--- config.mk ---
export PLATFORM = sky130hd
export DESIGN_NAME = xmodem_crc_receiver_top
export DESIGN_NICKNAME = d
export VERILOG_FILES = /design/src/rtl/xmcrc_pkg.sv /design/src/rtl/xmodem_crc_receiver_top.sv
export SDC_FILE = /design/constraint.sdc
export NUM_CORES = 1
export LEC_CHECK = 0
export BUFFER_PORTS_ARGS = -buffer_cell sky130_fd_sc_hd__buf_2
export CELL_PAD_IN_SITES_DETAIL_PLACEMENT = 1
export CELL_PAD_IN_SITES_GLOBAL_PLACEMENT = 2
export CORE_ASPECT_RATIO = 1.75
export CORE_MARGIN = 1
export CORE_UTILIZATION = 38
export DETAILED_ROUTE_END_ITERATION = 7
export PLACE_DENSITY_LB_ADDON = 0.1
export SYNTH_ARGS = -nofsm -noshare
export SYNTH_HDL_FRONTEND = slang
export SYNTH_SLANG_ARGS = --single-unit
--- constraint.sdc ---
create_clock -name aclk -period 6.7 [get_ports aclk]
set_clock_uncertainty 0.05 [all_clocks]
set_input_delay 1.34 -clock aclk [delete_from_list [all_inputs] [get_ports aclk]]
set_output_delay 1.34 -clock aclk [all_outputs]
set_load 0.005 [all_outputs]
--- src/rtl/xmcrc_pkg.sv ---
// Shared types, protocol codes and the CRC-16/XMODEM byte update for the
// XMODEM-CRC receiver. No dependencies.
package xmcrc_pkg;

    localparam int SMALL_PACKET_BYTES = 128;
    localparam int LARGE_PACKET_BYTES = 1024;
    localparam int OFFSET_BITS_DEF    = 20;

    localparam int APB_ADDR_W = 4;
    localparam int APB_DATA_W = 32;

    localparam int INDEX_W = 11;
    localparam int BASE_W  = 21;

    // Control characters
    localparam logic [7:0] CH_SOH   = 8'h01;
    localparam logic [7:0] CH_STX   = 8'h02;
    localparam logic [7:0] CH_EOT   = 8'h04;
    localparam logic [7:0] CH_ACK   = 8'h06;
    localparam logic [7:0] CH_NAK   = 8'h15;
    localparam logic [7:0] CH_CAN   = 8'h18;
    localparam logic [7:0] CH_C     = 8'h43;
    localparam logic [7:0] CH_D     = 8'h44;
    localparam logic [7:0] CH_SPACE = 8'h20;

    localparam logic [15:0] CRC_POLY = 16'h1021;

    // Register indexes (paddr[3:2])
    localparam logic [1:0] REG_MAX_ERRORS  = 2'd0;
    localparam logic [1:0] REG_IMAGE_LIMIT = 2'd1;
    localparam logic [1:0] REG_IDLE_WINDOW = 2'd2;

    localparam logic [7:0]  MAX_ERRORS_RST  = 8'd3;
    localparam logic [20:0] IMAGE_LIMIT_RST = 21'd65536;
    localparam logic [7:0]  IDLE_WINDOW_RST = 8'd15;

    typedef enum logic [2:0] {
        PH_HEADER = 3'd0,
        PH_NUMBER = 3'd1,
        PH_COMPL  = 3'd2,
        PH_DATA   = 3'd3,
        PH_CRC_HI = 3'd4,
        PH_CRC_LO = 3'd5
    } phase_t;

    typedef enum logic [1:0] {
        SES_RUNNING  = 2'd0,
        SES_COMPLETE = 2'd1,
        SES_ABORTED  = 2'd2,
        SES_IDLE     = 2'd3
    } session_t;

    typedef enum logic [1:0] {
        KIND_STATUS = 2'd0,
        KIND_SEND   = 2'd1,
        KIND_WRITE  = 2'd2,
        KIND_ERASE  = 2'd3
    } kind_t;

    // One byte of CRC-16/XMODEM, MSB first
    function automatic logic [15:0] crc16_byte(input logic [15:0] crc_in,
                                               input logic [7:0]  data);
        logic [15:0] crc;
        crc = crc_in ^ {data, 8'h00};
        for (int i = 0; i < 8; i++) begin
            if (crc[15]) begin
                crc = {crc[14:0], 1'b0} ^ CRC_POLY;
            end else begin
                crc = {crc[14:0], 1'b0};
            end
        end
        return crc;
    endfunction

endpackage

--- src/rtl/xmodem_crc_receiver_top.sv ---
// XMODEM-CRC receiver: one received byte or timeout per input transaction,
// protocol state update and result register. The first result is registered
// in the cycle after input accept. Throughput one input per cycle while the
// output is taken; a cancel at the error limit sends two results and holds
// input until the first is taken. Reset (aresetn, synchronous, active low)
// restores the idle-armed state and the register defaults. Depends on xmcrc_pkg.
module xmodem_crc_receiver_top
    import xmcrc_pkg::*;
#(
    parameter int OFFSET_BITS = OFFSET_BITS_DEF
) (
    input  logic                   aclk,
    input  logic                   aresetn,

    input  logic                   psel,
    input  logic                   penable,
    input  logic                   pwrite,
    input  logic [APB_ADDR_W-1:0]  paddr,
    input  logic [APB_DATA_W-1:0]  pwdata,
    output logic [APB_DATA_W-1:0]  prdata,
    output logic                   pready,

    input  logic                   s_valid,
    output logic                   s_ready,
    input  logic                   s_action,
    input  logic [7:0]             s_rx_byte,

    output logic                   m_valid,
    input  logic                   m_ready,
    output logic [1:0]             m_kind,
    output logic [7:0]             m_tx_byte,
    output logic [7:0]             m_write_data,
    output logic [OFFSET_BITS-1:0] m_write_offset,
    output logic [1:0]             m_session,
    output logic                   m_last
);

    localparam int WIDE_W = (OFFSET_BITS > BASE_W + 1) ? OFFSET_BITS : BASE_W + 1;

    // Configuration registers
    logic [7:0]        max_errors_reg;
    logic [BASE_W-1:0] image_limit_reg;
    logic [7:0]        idle_window_reg;

    // Protocol state
    phase_t             phase_reg, phase_next;
    logic [INDEX_W-1:0] byte_index_reg, byte_index_next;
    logic               big_packet_reg, big_packet_next;
    logic [15:0]        crc_reg, crc_next;
    logic [7:0]         crc_high_reg, crc_high_next;
    logic [7:0]         rx_number_reg, rx_number_next;
    logic               header_fault_reg, header_fault_next;
    logic [7:0]         expected_reg, expected_next;
    logic [BASE_W-1:0]  image_base_reg, image_base_next;
    logic               image_erased_reg, image_erased_next;
    logic [7:0]         error_count_reg, error_count_next;
    logic [7:0]         idle_count_reg, idle_count_next;
    session_t           session_reg, session_next;

    // Result register
    logic                   out_valid_reg;
    logic                   out_double_reg;
    kind_t                  out_kind_reg;
    logic [7:0]             out_tx_reg;
    logic [7:0]             out_data_reg;
    logic [OFFSET_BITS-1:0] out_offset_reg;
    session_t               out_session_reg;

    kind_t                  res_kind;
    logic [7:0]             res_tx;
    logic [7:0]             res_data;
    logic [OFFSET_BITS-1:0] res_offset;
    logic                   res_double;

    logic in_accept;
    logic out_accept;
    logic cfg_write;

    // Shared decode
    logic               timeout;
    logic               running;
    logic               in_header;
    logic [INDEX_W-1:0] packet_size;
    logic [BASE_W:0]    base_plus_size;
    logic               fits;
    logic [INDEX_W-1:0] index_inc;
    logic               data_done;
    logic               is_space;
    logic               idle_expired;
    logic               err_limit;
    logic               want_c;
    logic               is_header;
    logic [WIDE_W-1:0]  write_sum;
    logic [WIDE_W-1:0]  base_wide;
    logic [8:0]         compl_sum;
    logic [15:0]        crc_update;
    logic [7:0]         error_inc;

    assign pready    = 1'b1;
    assign cfg_write = psel & penable & pwrite;

    assign in_accept  = s_valid & s_ready;
    assign out_accept = m_valid & m_ready;
    assign s_ready    = !out_valid_reg || (m_ready && !out_double_reg);

    assign timeout        = s_action;
    assign running        = (session_reg == SES_RUNNING);
    assign in_header      = (phase_reg == PH_HEADER);
    assign packet_size    = big_packet_reg ? INDEX_W'(LARGE_PACKET_BYTES)
                                           : INDEX_W'(SMALL_PACKET_BYTES);
    assign base_plus_size = {1'b0, image_base_reg} + (BASE_W + 1)'(packet_size);
    assign fits           = base_plus_size <= {1'b0, image_limit_reg};
    assign index_inc      = byte_index_reg + INDEX_W'(1);
    assign data_done      = index_inc >= packet_size;
    assign is_space       = !timeout && (s_rx_byte == CH_SPACE);
    assign idle_expired   = idle_count_reg <= 8'd1;
    assign err_limit      = error_count_reg >= max_errors_reg;
    assign want_c         = timeout && !image_erased_reg;
    assign is_header      = !timeout && (s_rx_byte == CH_SOH || s_rx_byte == CH_STX);
    assign base_wide      = WIDE_W'(image_base_reg);
    assign write_sum      = base_wide + WIDE_W'(byte_index_reg);
    assign compl_sum      = {1'b0, rx_number_reg} + {1'b0, s_rx_byte};
    assign crc_update     = crc16_byte(crc_reg, s_rx_byte);
    assign error_inc      = (error_count_reg == 8'hff) ? error_count_reg
                                                       : error_count_reg + 8'd1;

    // Phase sequencing
    always_comb begin
        phase_next = phase_reg;
        if (running) begin
            if (!in_header) begin
                if (timeout) begin
                    phase_next = PH_HEADER;
                end else begin
                    unique case (phase_reg)
                        PH_NUMBER: phase_next = PH_COMPL;
                        PH_COMPL:  phase_next = PH_DATA;
                        PH_DATA:   phase_next = data_done ? PH_CRC_HI : PH_DATA;
                        PH_CRC_HI: phase_next = PH_CRC_LO;
                        default:   phase_next = PH_HEADER;
                    endcase
                end
            end else if (!is_space && !idle_expired && !err_limit && is_header) begin
                phase_next = PH_NUMBER;
            end
        end
    end

    // Results and datapath state
    always_comb begin
        res_kind          = KIND_STATUS;
        res_tx            = 8'h00;
        res_data          = 8'h00;
        res_offset        = '0;
        res_double        = 1'b0;
        byte_index_next   = byte_index_reg;
        big_packet_next   = big_packet_reg;
        crc_next          = crc_reg;
        crc_high_next     = crc_high_reg;
        rx_number_next    = rx_number_reg;
        header_fault_next = header_fault_reg;
        expected_next     = expected_reg;
        image_base_next   = image_base_reg;
        image_erased_next = image_erased_reg;
        error_count_next  = error_count_reg;
        idle_count_next   = idle_count_reg;
        session_next      = session_reg;

        if (running) begin
            if (!in_header) begin
                if (timeout) begin
                    res_kind         = KIND_SEND;
                    res_tx           = CH_NAK;
                    error_count_next = error_inc;
                end else begin
                    unique case (phase_reg)
                        PH_NUMBER: rx_number_next = s_rx_byte;
                        PH_COMPL: begin
                            if (rx_number_reg != expected_reg || compl_sum != 9'd255) begin
                                header_fault_next = 1'b1;
                            end
                        end
                        PH_DATA: begin
                            crc_next        = crc_update;
                            byte_index_next = index_inc;
                            if (fits) begin
                                res_kind   = KIND_WRITE;
                                res_data   = s_rx_byte;
                                res_offset = write_sum[OFFSET_BITS-1:0];
                            end
                        end
                        PH_CRC_HI: crc_high_next = s_rx_byte;
                        PH_CRC_LO: begin
                            res_kind = KIND_SEND;
                            if (!header_fault_reg && fits &&
                                {crc_high_reg, s_rx_byte} == crc_reg) begin
                                res_tx          = CH_ACK;
                                expected_next   = expected_reg + 8'd1;
                                image_base_next = base_plus_size[BASE_W-1:0];
                            end else begin
                                res_tx           = CH_NAK;
                                error_count_next = error_inc;
                            end
                        end
                        default: ;
                    endcase
                end
            end else if (is_space) begin
                res_kind        = KIND_SEND;
                res_tx          = CH_D;
                idle_count_next = idle_window_reg;
            end else if (idle_expired) begin
                idle_count_next = 8'd0;
                session_next    = SES_IDLE;
                if (want_c) begin
                    res_kind = KIND_SEND;
                    res_tx   = CH_C;
                end
            end else begin
                idle_count_next = idle_count_reg - 8'd1;
                if (err_limit) begin
                    // cancel is sent twice
                    res_kind     = KIND_SEND;
                    res_tx       = CH_CAN;
                    res_double   = 1'b1;
                    session_next = SES_ABORTED;
                end else if (want_c) begin
                    res_kind = KIND_SEND;
                    res_tx   = CH_C;
                end else if (!timeout) begin
                    if (is_header) begin
                        idle_count_next   = idle_window_reg;
                        big_packet_next   = (s_rx_byte == CH_STX);
                        byte_index_next   = '0;
                        crc_next          = 16'h0000;
                        header_fault_next = 1'b0;
                        if (!image_erased_reg) begin
                            res_kind          = KIND_ERASE;
                            res_offset        = base_wide[OFFSET_BITS-1:0];
                            image_erased_next = 1'b1;
                        end
                    end else if (s_rx_byte == CH_EOT) begin
                        res_kind     = KIND_SEND;
                        res_tx       = CH_ACK;
                        session_next = SES_COMPLETE;
                    end else if (s_rx_byte == CH_CAN) begin
                        session_next = SES_ABORTED;
                    end else begin
                        res_kind         = KIND_SEND;
                        res_tx           = CH_NAK;
                        error_count_next = error_inc;
                    end
                end
            end
        end
    end

    // Configuration
    always_ff @(posedge aclk) begin
        if (!aresetn) begin
            max_errors_reg  <= MAX_ERRORS_RST;
            image_limit_reg <= IMAGE_LIMIT_RST;
            idle_window_reg <= IDLE_WINDOW_RST;
        end else if (cfg_write) begin
            unique case (paddr[3:2])
                REG_MAX_ERRORS:  max_errors_reg  <= pwdata[7:0];
                REG_IMAGE_LIMIT: image_limit_reg <= pwdata[BASE_W-1:0];
                REG_IDLE_WINDOW: idle_window_reg <= pwdata[7:0];
                default: ;
            endcase
        end
    end

    always_comb begin
        unique case (paddr[3:2])
            REG_MAX_ERRORS:  prdata = APB_DATA_W'(max_errors_reg);
            REG_IMAGE_LIMIT: prdata = APB_DATA_W'(image_limit_reg);
            REG_IDLE_WINDOW: prdata = APB_DATA_W'(idle_window_reg);
            default:         prdata = '0;
        endcase
    end

    // Protocol state
    always_ff @(posedge aclk) begin
        if (!aresetn) begin
            phase_reg        <= PH_HEADER;
            byte_index_reg   <= '0;
            big_packet_reg   <= 1'b0;
            crc_reg          <= 16'h0000;
            crc_high_reg     <= 8'h00;
            rx_number_reg    <= 8'h00;
            header_fault_reg <= 1'b0;
            expected_reg     <= 8'd1;
            image_base_reg   <= '0;
            image_erased_reg <= 1'b0;
            error_count_reg  <= 8'd0;
            idle_count_reg   <= 8'd1;
            session_reg      <= SES_RUNNING;
        end else if (in_accept) begin
            phase_reg        <= phase_next;
            byte_index_reg   <= byte_index_next;
            big_packet_reg   <= big_packet_next;
            crc_reg          <= crc_next;
            crc_high_reg     <= crc_high_next;
            rx_number_reg    <= rx_number_next;
            header_fault_reg <= header_fault_next;
            expected_reg     <= expected_next;
            image_base_reg   <= image_base_next;
            image_erased_reg <= image_erased_next;
            error_count_reg  <= error_count_next;
            idle_count_reg   <= idle_count_next;
            session_reg      <= session_next;
        end
    end

    // Result register: a double result repeats the same transaction once
    always_ff @(posedge aclk) begin
        if (!aresetn) begin
            out_valid_reg  <= 1'b0;
            out_double_reg <= 1'b0;
        end else if (in_accept) begin
            out_valid_reg  <= 1'b1;
            out_double_reg <= res_double;
        end else if (out_accept) begin
            if (out_double_reg) begin
                out_double_reg <= 1'b0;
            end else begin
                out_valid_reg <= 1'b0;
            end
        end
    end

    always_ff @(posedge aclk) begin
        if (in_accept) begin
            out_kind_reg    <= res_kind;
            out_tx_reg      <= res_tx;
            out_data_reg    <= res_data;
            out_offset_reg  <= res_offset;
            out_session_reg <= session_next;
        end
    end

    assign m_valid        = out_valid_reg;
    assign m_kind         = out_kind_reg;
    assign m_tx_byte      = out_tx_reg;
    assign m_write_data   = out_data_reg;
    assign m_write_offset = out_offset_reg;
    assign m_session      = out_session_reg;
    assign m_last         = !out_double_reg;

endmodule
## Word-level counts from Yosys, hierarchy flattened

Cells that the tools add are included.

| storage, ports and cells | value |
|---|---|
| input bits | 52 |
| flip-flop bits (word level) | 175 |
| logic and storage cells | 248 |
| output and inout port bits | 76 |

| cells by class | value |
|---|---|
| equality and inequality tests | 30 |
| $add $sub $neg | 7 |
| multiplexer cells | 120 |
| magnitude comparators | 4 |
| bitwise logic cells | 22 |
| reduce and logical (&&, ||, !) cells | 42 |

Operator list:

| kind | number |
|---|---|
| 20-bit two-way mux | 11 |
| 8-bit two-way mux | 22 |
| 16-bit two-way mux | 9 |
| 11-bit two-way mux | 10 |
| 13-bit two-way mux | 8 |
| 21-bit case mux with 3 select lines | 1 |
| 2-bit two-way mux | 20 |
| 5-bit two-way mux | 7 |
| 3-bit NOT | 8 |
| 1-bit two-way mux | 23 |
| 21-bit by 11-bit adder with 22-bit output | 1 |
| 22-bit by 21-bit less-or-equal comparator with 1-bit output | 1 |
| 7-bit two-way mux | 3 |
| 20-bit by 11-bit adder with 20-bit output | 1 |
| 8-bit by 1-bit adder with 8-bit output (second input constant) | 2 |
| 16-bit == test | 1 |
| 2-bit inequality test (second input constant) | 8 |
| 16-bit bitwise XOR | 1 |
| 3-bit two-way mux | 4 |
| 3-bit case mux with 4 select lines | 1 |
| 12-bit AND reduction | 1 |
| 11-bit by 1-bit adder with 11-bit output (second input constant) | 1 |
| 11-bit >= comparator | 1 |
| 11-bit AND reduction | 1 |
| other kinds (37) | 79 |

## Depth between registers and ports, before layout

Gate-level depths: netlist of run 1.

| depth | value |
|---|---|
| depth after elaboration | 20 |
| gate-level depth with buffers | 16 |
| mapped depth without buffers | 15 |

## Worst setup path after synthesis of run 1

Ideal clock, no wire load.

| timing path | value |
|---|---|
| kind | input to register |
| from | in m_ready |
| to | reg byte_index_reg[3] |
| stages | 6 |
| arrival time | 3.994 ns |
| library setup time | 0.134 ns |
| path buffers | 1 |
| path slack | 2.522 ns |
| data required time | 6.516 ns |
| path through | nand2b_1 > a21boi_2 > nand2_1 > a2111oi_4 > clkbuf_1 > a31oi_1 |

| on the way | value |
|---|---|
| cells in the longest elaborated chain, start to end | 4 |

RTL lines:

| item | RTL line | text |
|---|---|---|
| start, declared | xmodem_crc_receiver_top.sv:29 | `input logic m_ready,` |
| 1-bit logical AND | xmodem_crc_receiver_top.sv:104 | `assign s_ready = !out_valid_reg \|\| (m_ready && !out_double_reg);` |
| 1-bit logical OR | xmodem_crc_receiver_top.sv:104 |  |
| 1-bit bitwise AND | xmodem_crc_receiver_top.sv:102 | `assign in_accept = s_valid & s_ready;` |
| via in_accept | xmodem_crc_receiver_top.sv:75 | `logic in_accept;` |
| 10-bit AND reduction (no source line) | -- |  |
| end signal, assigned | xmodem_crc_receiver_top.sv:301 | `byte_index_reg <= byte_index_next;` |
| end, declared | xmodem_crc_receiver_top.sv:47 | `logic [INDEX_W-1:0] byte_index_reg, byte_index_next;` |

The timed path passes the listed nets, and every way through them passes these cells.
A chain may end at the register's enable or synchronous reset.

## Final worst setup path of run 1

| timing path | value |
|---|---|
| from | reg big_packet_reg |
| to | reg out_offset_reg[16], in the netlist m_write_offset[16], data pin |

| on the way | value |
|---|---|
| cells in the longest elaborated chain, start to end | 7 |

RTL lines:

| item | RTL line | text |
|---|---|---|
| start, declared | xmodem_crc_receiver_top.sv:48 | `logic big_packet_reg, big_packet_next;` |
| start signal, assigned | xmodem_crc_receiver_top.sv:302 | `big_packet_reg <= big_packet_next;` |
| 11-bit two-way mux | xmodem_crc_receiver_top.sv:109 | `assign packet_size = big_packet_reg ? INDEX_W'(LARGE_PACKET_BYTES)` |
| 21-bit by 11-bit adder with 22-bit output | xmodem_crc_receiver_top.sv:111 | `assign base_plus_size = {1'b0, image_base_reg} + (BASE_W + 1)'(packet_size);` |
| via base_plus_size[15] | xmodem_crc_receiver_top.sv:84 | `logic [BASE_W:0] base_plus_size;` |
| 22-bit by 21-bit less-or-equal comparator with 1-bit output | xmodem_crc_receiver_top.sv:112 | `assign fits = base_plus_size <= {1'b0, image_limit_reg};` |
| 20-bit two-way mux | xmodem_crc_receiver_top.sv:186 | `if (fits) begin` |
| 20-bit two-way mux | xmodem_crc_receiver_top.sv:176 | `unique case (phase_reg)` |
| 20-bit two-way mux | xmodem_crc_receiver_top.sv:171 | `if (timeout) begin` |
| 20-bit two-way mux | xmodem_crc_receiver_top.sv:170 | `if (!in_header) begin` |
| end signal, assigned | xmodem_crc_receiver_top.sv:338 | `out_offset_reg <= res_offset;` |
| end, declared | xmodem_crc_receiver_top.sv:66 | `logic [OFFSET_BITS-1:0] out_offset_reg;` |

The timed path passes the listed nets, and every way through them passes these cells.

==> flow_metrics.env, run 1 <==
export IMPL_cp_depth=16
export IMPL_h_tree_depth=4
export IMPL_rsz0062_at_grt="false"
export IMPL_port_buffers=100
export IMPL_clkSlewWorstSetupHoldPaths_ns=0.07
export IMPL_cts_tree="yes"
export IMPL_wirelength_mm=27.8
export IMPL_final_common_cell="nand2_1"
export IMPL_cts_hold_buf=0
export IMPL_crit_buf_inv=2
export IMPL_status="complete, no violations"
export IMPL_cp_required_ns=6.95
export IMPL_worstSetupStartpoint="big_packet_reg"
export IMPL_ys_ff_latch=166
export IMPL_cpMostUsedCell="ha_1"
export IMPL_die_h_um=211
export IMPL_cp_end_kind="flip-flop"
export IMPL_rr_startpoint="big_packet_reg"
export IMPL_viasPerCell=5.42
export IMPL_power_leakage_nw=4.18
export IMPL_root_buffer="clkbuf_16"
export IMPL_period_minus_slack_ns=4.84
export IMPL_grt_pass1_vias=8638
export IMPL_startpoint_type="flip-flop"
export IMPL_dr_pass1_iters=4
export IMPL_dpl_cell_area_um2=10200
export IMPL_largest_register_ff_count=21
export IMPL_die_area_um2=25700
export IMPL_clk_latency_ns=0.45
export IMPL_r2r_end="m_write_offset[16]"
export IMPL_grt_overflow_total=0
export IMPL_vias=8151
export IMPL_clockBufferDepth=2
export IMPL_p_per_area_nw_per_um2=221
export IMPL_critical_path_arrival_ns=5.09
export IMPL_synth_edff_count=38
export IMPL_design_area_um2=10700
export IMPL_reg2reg_depth=16
export IMPL_setup_slack_ns=1.86
export IMPL_tightest_slew_ns=0.952
export IMPL_finalNetCount=1278
export IMPL_grt_pass1_wl_mm=44.9
export IMPL_syn_to_final_growth_pct=13.0
export IMPL_slowest_delay_ns=0.67
export IMPL_ir_worst_vdd_uv=186
export IMPL_critPathSlowestCell="nor3b_1"
export IMPL_cp_top_family="simple AND/OR/NAND/NOR gates"
export IMPL_antenna_found_initial=0
export IMPL_hold_path_class="reg -> reg"
export IMPL_fmax_mhz=207
export IMPL_synthArstFlopShare_pct=0
export IMPL_io_pins=128
export IMPL_diodes=0
export IMPL_coreArea_um2=24600
export IMPL_layout_cells_non_filler=1505
export IMPL_cap_violations=0
export IMPL_numCtsBuffers=17
export IMPL_yosysSeqAreaShare_pct=39.0
export IMPL_drc_errors=0
export IMPL_place_gp_congestion=0.792
export IMPL_ant_nets=0
export IMPL_grt_usage_pct=22.9
export IMPL_dp_hpwl_mm=20.8
export IMPL_drt_iter0_markers=274
export IMPL_ctsResizeCount=0
export IMPL_yosys_warnings=0
export IMPL_setup_worst_path_end="m_write_offset[16]"
export IMPL_hold_violations=0
export IMPL_start_util_pct=38.6
export IMPL_critPathMaxFanout=19
export IMPL_drive_above_1_share_pct=13.8
export IMPL_wl_per_cell_um=18.5
export IMPL_critPathKind="reg -> reg"
export IMPL_fp_row_count=76
export IMPL_place_inst=1473
export IMPL_final_cell_mix="nand2_1, dfxtp_1, buf_2, nor2_1, a21oi_1"
export IMPL_grt_max_degree=54
export IMPL_final_setup_viol_count=0
export IMPL_clkSinkCount=166
export IMPL_place_ws_ns=1.82
export IMPL_synth_area_um2=9510
export IMPL_crit_chain="inv_1 > ha_1 > ha_1 > a31oi_1 > nor3b_1 > nand2_1 > xnor2_1 > ha_1 > a21oi_1 > nor3_1 > a2111oi_1 > a22oi_2 > buf_4 > or3_1 > or4_1 > nand3_1"
export IMPL_syn_avg_cell_area_um2=8.54
export IMPL_yosysUniqueCellTypes=74
export IMPL_fp_dieW_um=122
export IMPL_slew_headroom_pct=36.5
export IMPL_tns_ns=0
export IMPL_synth_main_ff_cell="dfxtp_1"
export IMPL_syn_inst=1113
export IMPL_cts_setup_buffers=0
export IMPL_post_route_period_util_pct=72.2
export IMPL_drv_slew=0
export IMPL_timing_hold_ws_ns=0.421
export IMPL_ff2ff_setup_slack_ns=1.86
-- cell type report --
| type | instances | area [µm²] |
|---|---|---|
| Clock buffer | 21 | 440 |
| Clock inverter | 11 | 108 |
| Fill cell | 2967 | 13900 |
| Inverter | 36 | 135 |
| Multi-Input combinational cell | 843 | 5340 |
| Sequential cell | 166 | 3700 |
| Tap cell | 312 | 390 |
| Timing Repair Buffer | 116 | 621 |
-- power breakdown --
group / switching, mW / total (mW) / internal [mW]
Clock: 0.417 / 0.959 / 0.542
Combinational: 0.210 / 0.325 / 0.115
Sequential: 0.0237 / 1.09 / 1.07
-- synth_stat cells (all sizes together) (4+ instances only) --
master / count / area [µm²]
xnor2: 64 / 561
a211oi: 4 / 30.0
xor2: 26 / 228
a22oi: 5 / 42.5
a221oi: 4 / 41.3
a21o: 12 / 90.1
nor3: 21 / 120
buf: 34 / 208
o31ai: 5 / 37.5
nand2: 147 / 552
nor2: 85 / 319
and2: 31 / 194
clkbuf: 46 / 173
o22ai: 5 / 31.3
nand2b: 4 / 25.0
and3: 8 / 50.1
or3: 11 / 68.8
mux2i: 33 / 330
or2: 7 / 43.8
or4: 7 / 52.6
o41ai: 4 / 35.0
ha: 44 / 551
nor4: 18 / 146
inv: 36 / 135
o211ai: 10 / 80.1
nand3: 65 / 330
a21oi: 69 / 345
nand4: 15 / 93.8
o21ai: 61 / 305
dfxtp: 128 / 2560
edfxtp: 38 / 1140
a31oi: 12 / 75.1
-- through the flow --
step | utilization, % | total power [mW]
global route | 43.6 | 2.47
global placement | 41.4 | 1.44
detailed placement | 41.4 | 1.44
CTS | 43.6 | 2.41
floorplan | - | 1.32
finish | 43.6 | 2.37
-- cells by family after synthesis --
group / synth area share, %
AND/OR/NAND/NOR: 22.9
AO/OA/AOI/OAI: 14.6
flip-flops: 39.0
buffers and inverters: 5.42
XOR/XNOR: 8.29
adder cells (fa/ha/maj): 6.21
multiplexers: 3.59
other: 0.0790
-- tightest hold or removal path, delay by kind of cell (launching register included) --
kind	cells	cell delay, ns
and+or+nand+nor	1	0.06
AOI/OAI and AO/OA	1	0.05
DFF	1	0.31
-- worst min-delay path by stage --
stage | start | end | cells past startpoint
6_report | idle_count_reg[5] | idle_count_reg[5] | 2
5_1_grt | image_limit_reg[18] | image_limit_reg[18] | 2
4_1_cts | image_limit_reg[18] | image_limit_reg[18] | 2
3_5_place_dp | image_limit_reg[18] | image_limit_reg[18] | 2
3_3_place_gp | idle_count_reg[5] | idle_count_reg[5] | 2
2_1_floorplan | header_fault_reg | header_fault_reg | 2
-- layer usage --
layer | up-vias | GRT usage [%] | part of all wire [%]
met1 | 3990 | 23.5 | 40
met2 | 99 | 45.1 | 56
met4 | 0 | 7.66 | 2.1
li1 | 4030 | - | -
met3 | 32 | 3.97 | 2.3
met5 | - | 0 | 0
No activity file was read; power rests on OpenSTA's default activity.
==> inputs of run 2 (changes only) <==
CORE_UTILIZATION = 35   (was 38)
clock period = 4.85 ns   (was 6.7 ns; I/O delays follow)
==> flow_metrics.env, run 2 (same netlist as run 1, synthesis figures left out) <==
export IMPL_status="complete, no violations"
export IMPL_cpMostUsedCell="ha_1"
export IMPL_place_inst=1495
export IMPL_numCtsBuffers=17
export IMPL_ant_nets=0
export IMPL_cts_tree="yes"
export IMPL_largest_register_ff_count=21
export IMPL_dp_hpwl_mm=21.8
export IMPL_fp_row_count=79
export IMPL_finalNetCount=1288
export IMPL_hold_path_class="reg -> reg"
export IMPL_grt_max_degree=53
export IMPL_worstSetupStartpoint="big_packet_reg"
export IMPL_critPathKind="reg -> reg"
export IMPL_cp_top_family="simple AND/OR/NAND/NOR gates"
export IMPL_place_ws_ns=-0.00122
export IMPL_clkSlewWorstSetupHoldPaths_ns=0.07
export IMPL_post_route_period_util_pct=91.7
export IMPL_startpoint_type="flip-flop"
export IMPL_critPathMaxFanout=9
export IMPL_ir_worst_vdd_uv=266
export IMPL_vias=8198
export IMPL_rsz0062_at_grt="false"
export IMPL_cap_violations=0
export IMPL_clockBufferDepth=2
export IMPL_power_frac_seq_pct=43.9
export IMPL_power_leakage_nw=4.28
export IMPL_drt_iter0_markers=276
export IMPL_cp_required_ns=5.11
export IMPL_grt_overflow_total=0
export IMPL_drc_errors=0
export IMPL_p_clk_share_pct=42.7
export IMPL_final_setup_viol_count=0
export IMPL_swShare_pct=26.7
export IMPL_clkSinkCount=166
export IMPL_cts_setup_buffers=0
export IMPL_hold_violations=0
export IMPL_final_cell_mix="nand2_1, dfxtp_1, buf_2, nor2_1, a21oi_1"
export IMPL_dr_pass1_iters=4
export IMPL_slowest_delay_ns=0.55
export IMPL_p_per_area_nw_per_um2=314
export IMPL_wl_per_cell_um=19.0
export IMPL_layout_cells_non_filler=1527
export IMPL_period_minus_slack_ns=4.45
export IMPL_io_pins=128
export IMPL_clk_latency_ns=0.46
export IMPL_cts_hold_buf=0
export IMPL_die_area_um2=27800
export IMPL_wirelength_mm=29.0
export IMPL_grt_pass1_vias=8309
export IMPL_grt_pass1_wl_mm=45.8
export IMPL_rr_startpoint="big_packet_reg"
export IMPL_coreArea_um2=26600
export IMPL_p_comb_share_pct=13.5
export IMPL_start_util_pct=35.7
export IMPL_critical_path_arrival_ns=4.71
export IMPL_critPathSlowestCell="or3_1"
export IMPL_viasPerCell=5.37
export IMPL_slew_headroom_pct=37.1
export IMPL_cp_end_kind="flip-flop"
export IMPL_drive_above_1_share_pct=15.0
export IMPL_crit_buf_inv=1
export IMPL_die_h_um=220
export IMPL_diodes=0
export IMPL_crit_chain="inv_1 > ha_1 > ha_1 > a31oi_1 > nor3b_2 > nand2_1 > xnor2_1 > ha_1 > a21oi_1 > nor3_1 > a2111oi_1 > a22oi_2 > or3_1 > or4_1 > nand3_1"
export IMPL_setup_slack_ns=0.402
export IMPL_port_buffers=100
export IMPL_syn_to_final_growth_pct=14.8
export IMPL_antenna_found_initial=0
export IMPL_place_gp_congestion=0.776
export IMPL_tightest_slew_ns=0.938
export IMPL_drv_slew=0
export IMPL_p_switching_uw=916
export IMPL_fmax_mhz=225
export IMPL_root_buffer="clkbuf_16"
export IMPL_grt_usage_pct=21.7
export IMPL_timing_hold_ws_ns=0.419
export IMPL_final_common_cell="nand2_1"
export IMPL_internal_power_mw=2.51
export IMPL_hp_start="image_limit_reg[12]"
export IMPL_fp_dieW_um=127
export IMPL_h_tree_depth=4
[run 2: final cells by class]
class / count / area [µm²]
clock inverters: 8 / 118
clock buffers: 24 / 504
repair buffers: 126 / 696
fillers: 3190 / 15700
flip-flops and latches: 166 / 3700
inverters: 36 / 135
well taps: 324 / 405
multi-input cells: 843 / 5350
[run 2: through the flow]
stage               cell area (µm²)  power (mW)  utilization, %  TNS [ns]
CTS                           10900        3.47            41.0         0
global route                  10900        3.58            41.0         0
finish                        10900        3.43            41.0         0
global placement              10300        2.00            38.7         0
detailed placement            10300        2.00            38.7  -0.00122
floorplan                      9550        1.83               -         0
[run 2: layer usage]
metal / track usage (%) / vias up / share of wire, %
li1: - / 4065 / -
met1: 23.2 / 4014 / 40
met2: 42.3 / 81 / 56
met3: 2.60 / 38 / 1.7
met4: 9.24 / 0 / 2.3
met5: 0 / - / 0
[run 2: power by group through the flow]
stage	logic, mW	registers [mW]	clock network (mW)
2_1_floorplan	0.299	1.53	0
5_1_grt	0.514	1.51	1.55
6_report	0.462	1.50	1.46
3_3_place_gp	0.462	1.53	0
3_5_place_dp	0.463	1.54	0
4_1_cts	0.467	1.50	1.50
[run 2: worst register-to-register path: cells and delay by family, from the launching register on]
family	cells	cell delay [ns]
flops	1	0.33
fa+ha+maj	3	0.74
xor+xnor	1	0.16
compound gates	4	1.03
buf+inv	1	0.13
simple gates	6	1.89
[run 2: repair_timing]
action,CTS,global route
gates resized for setup,0,1
setup endpoints to repair,0,22
endpoints found under the hold margin,0,0
[run 2: worst paths after layout]
path | endpoint | slack (ns) | cells past startpoint
hold / removal | image_limit_reg[12] | 0.42 | 2
setup reg to reg | m_write_offset[18] | 0.40 | 15
hold reg to reg | image_limit_reg[12] | 0.42 | 2
setup / recovery | m_write_offset[18] | 0.40 | 15
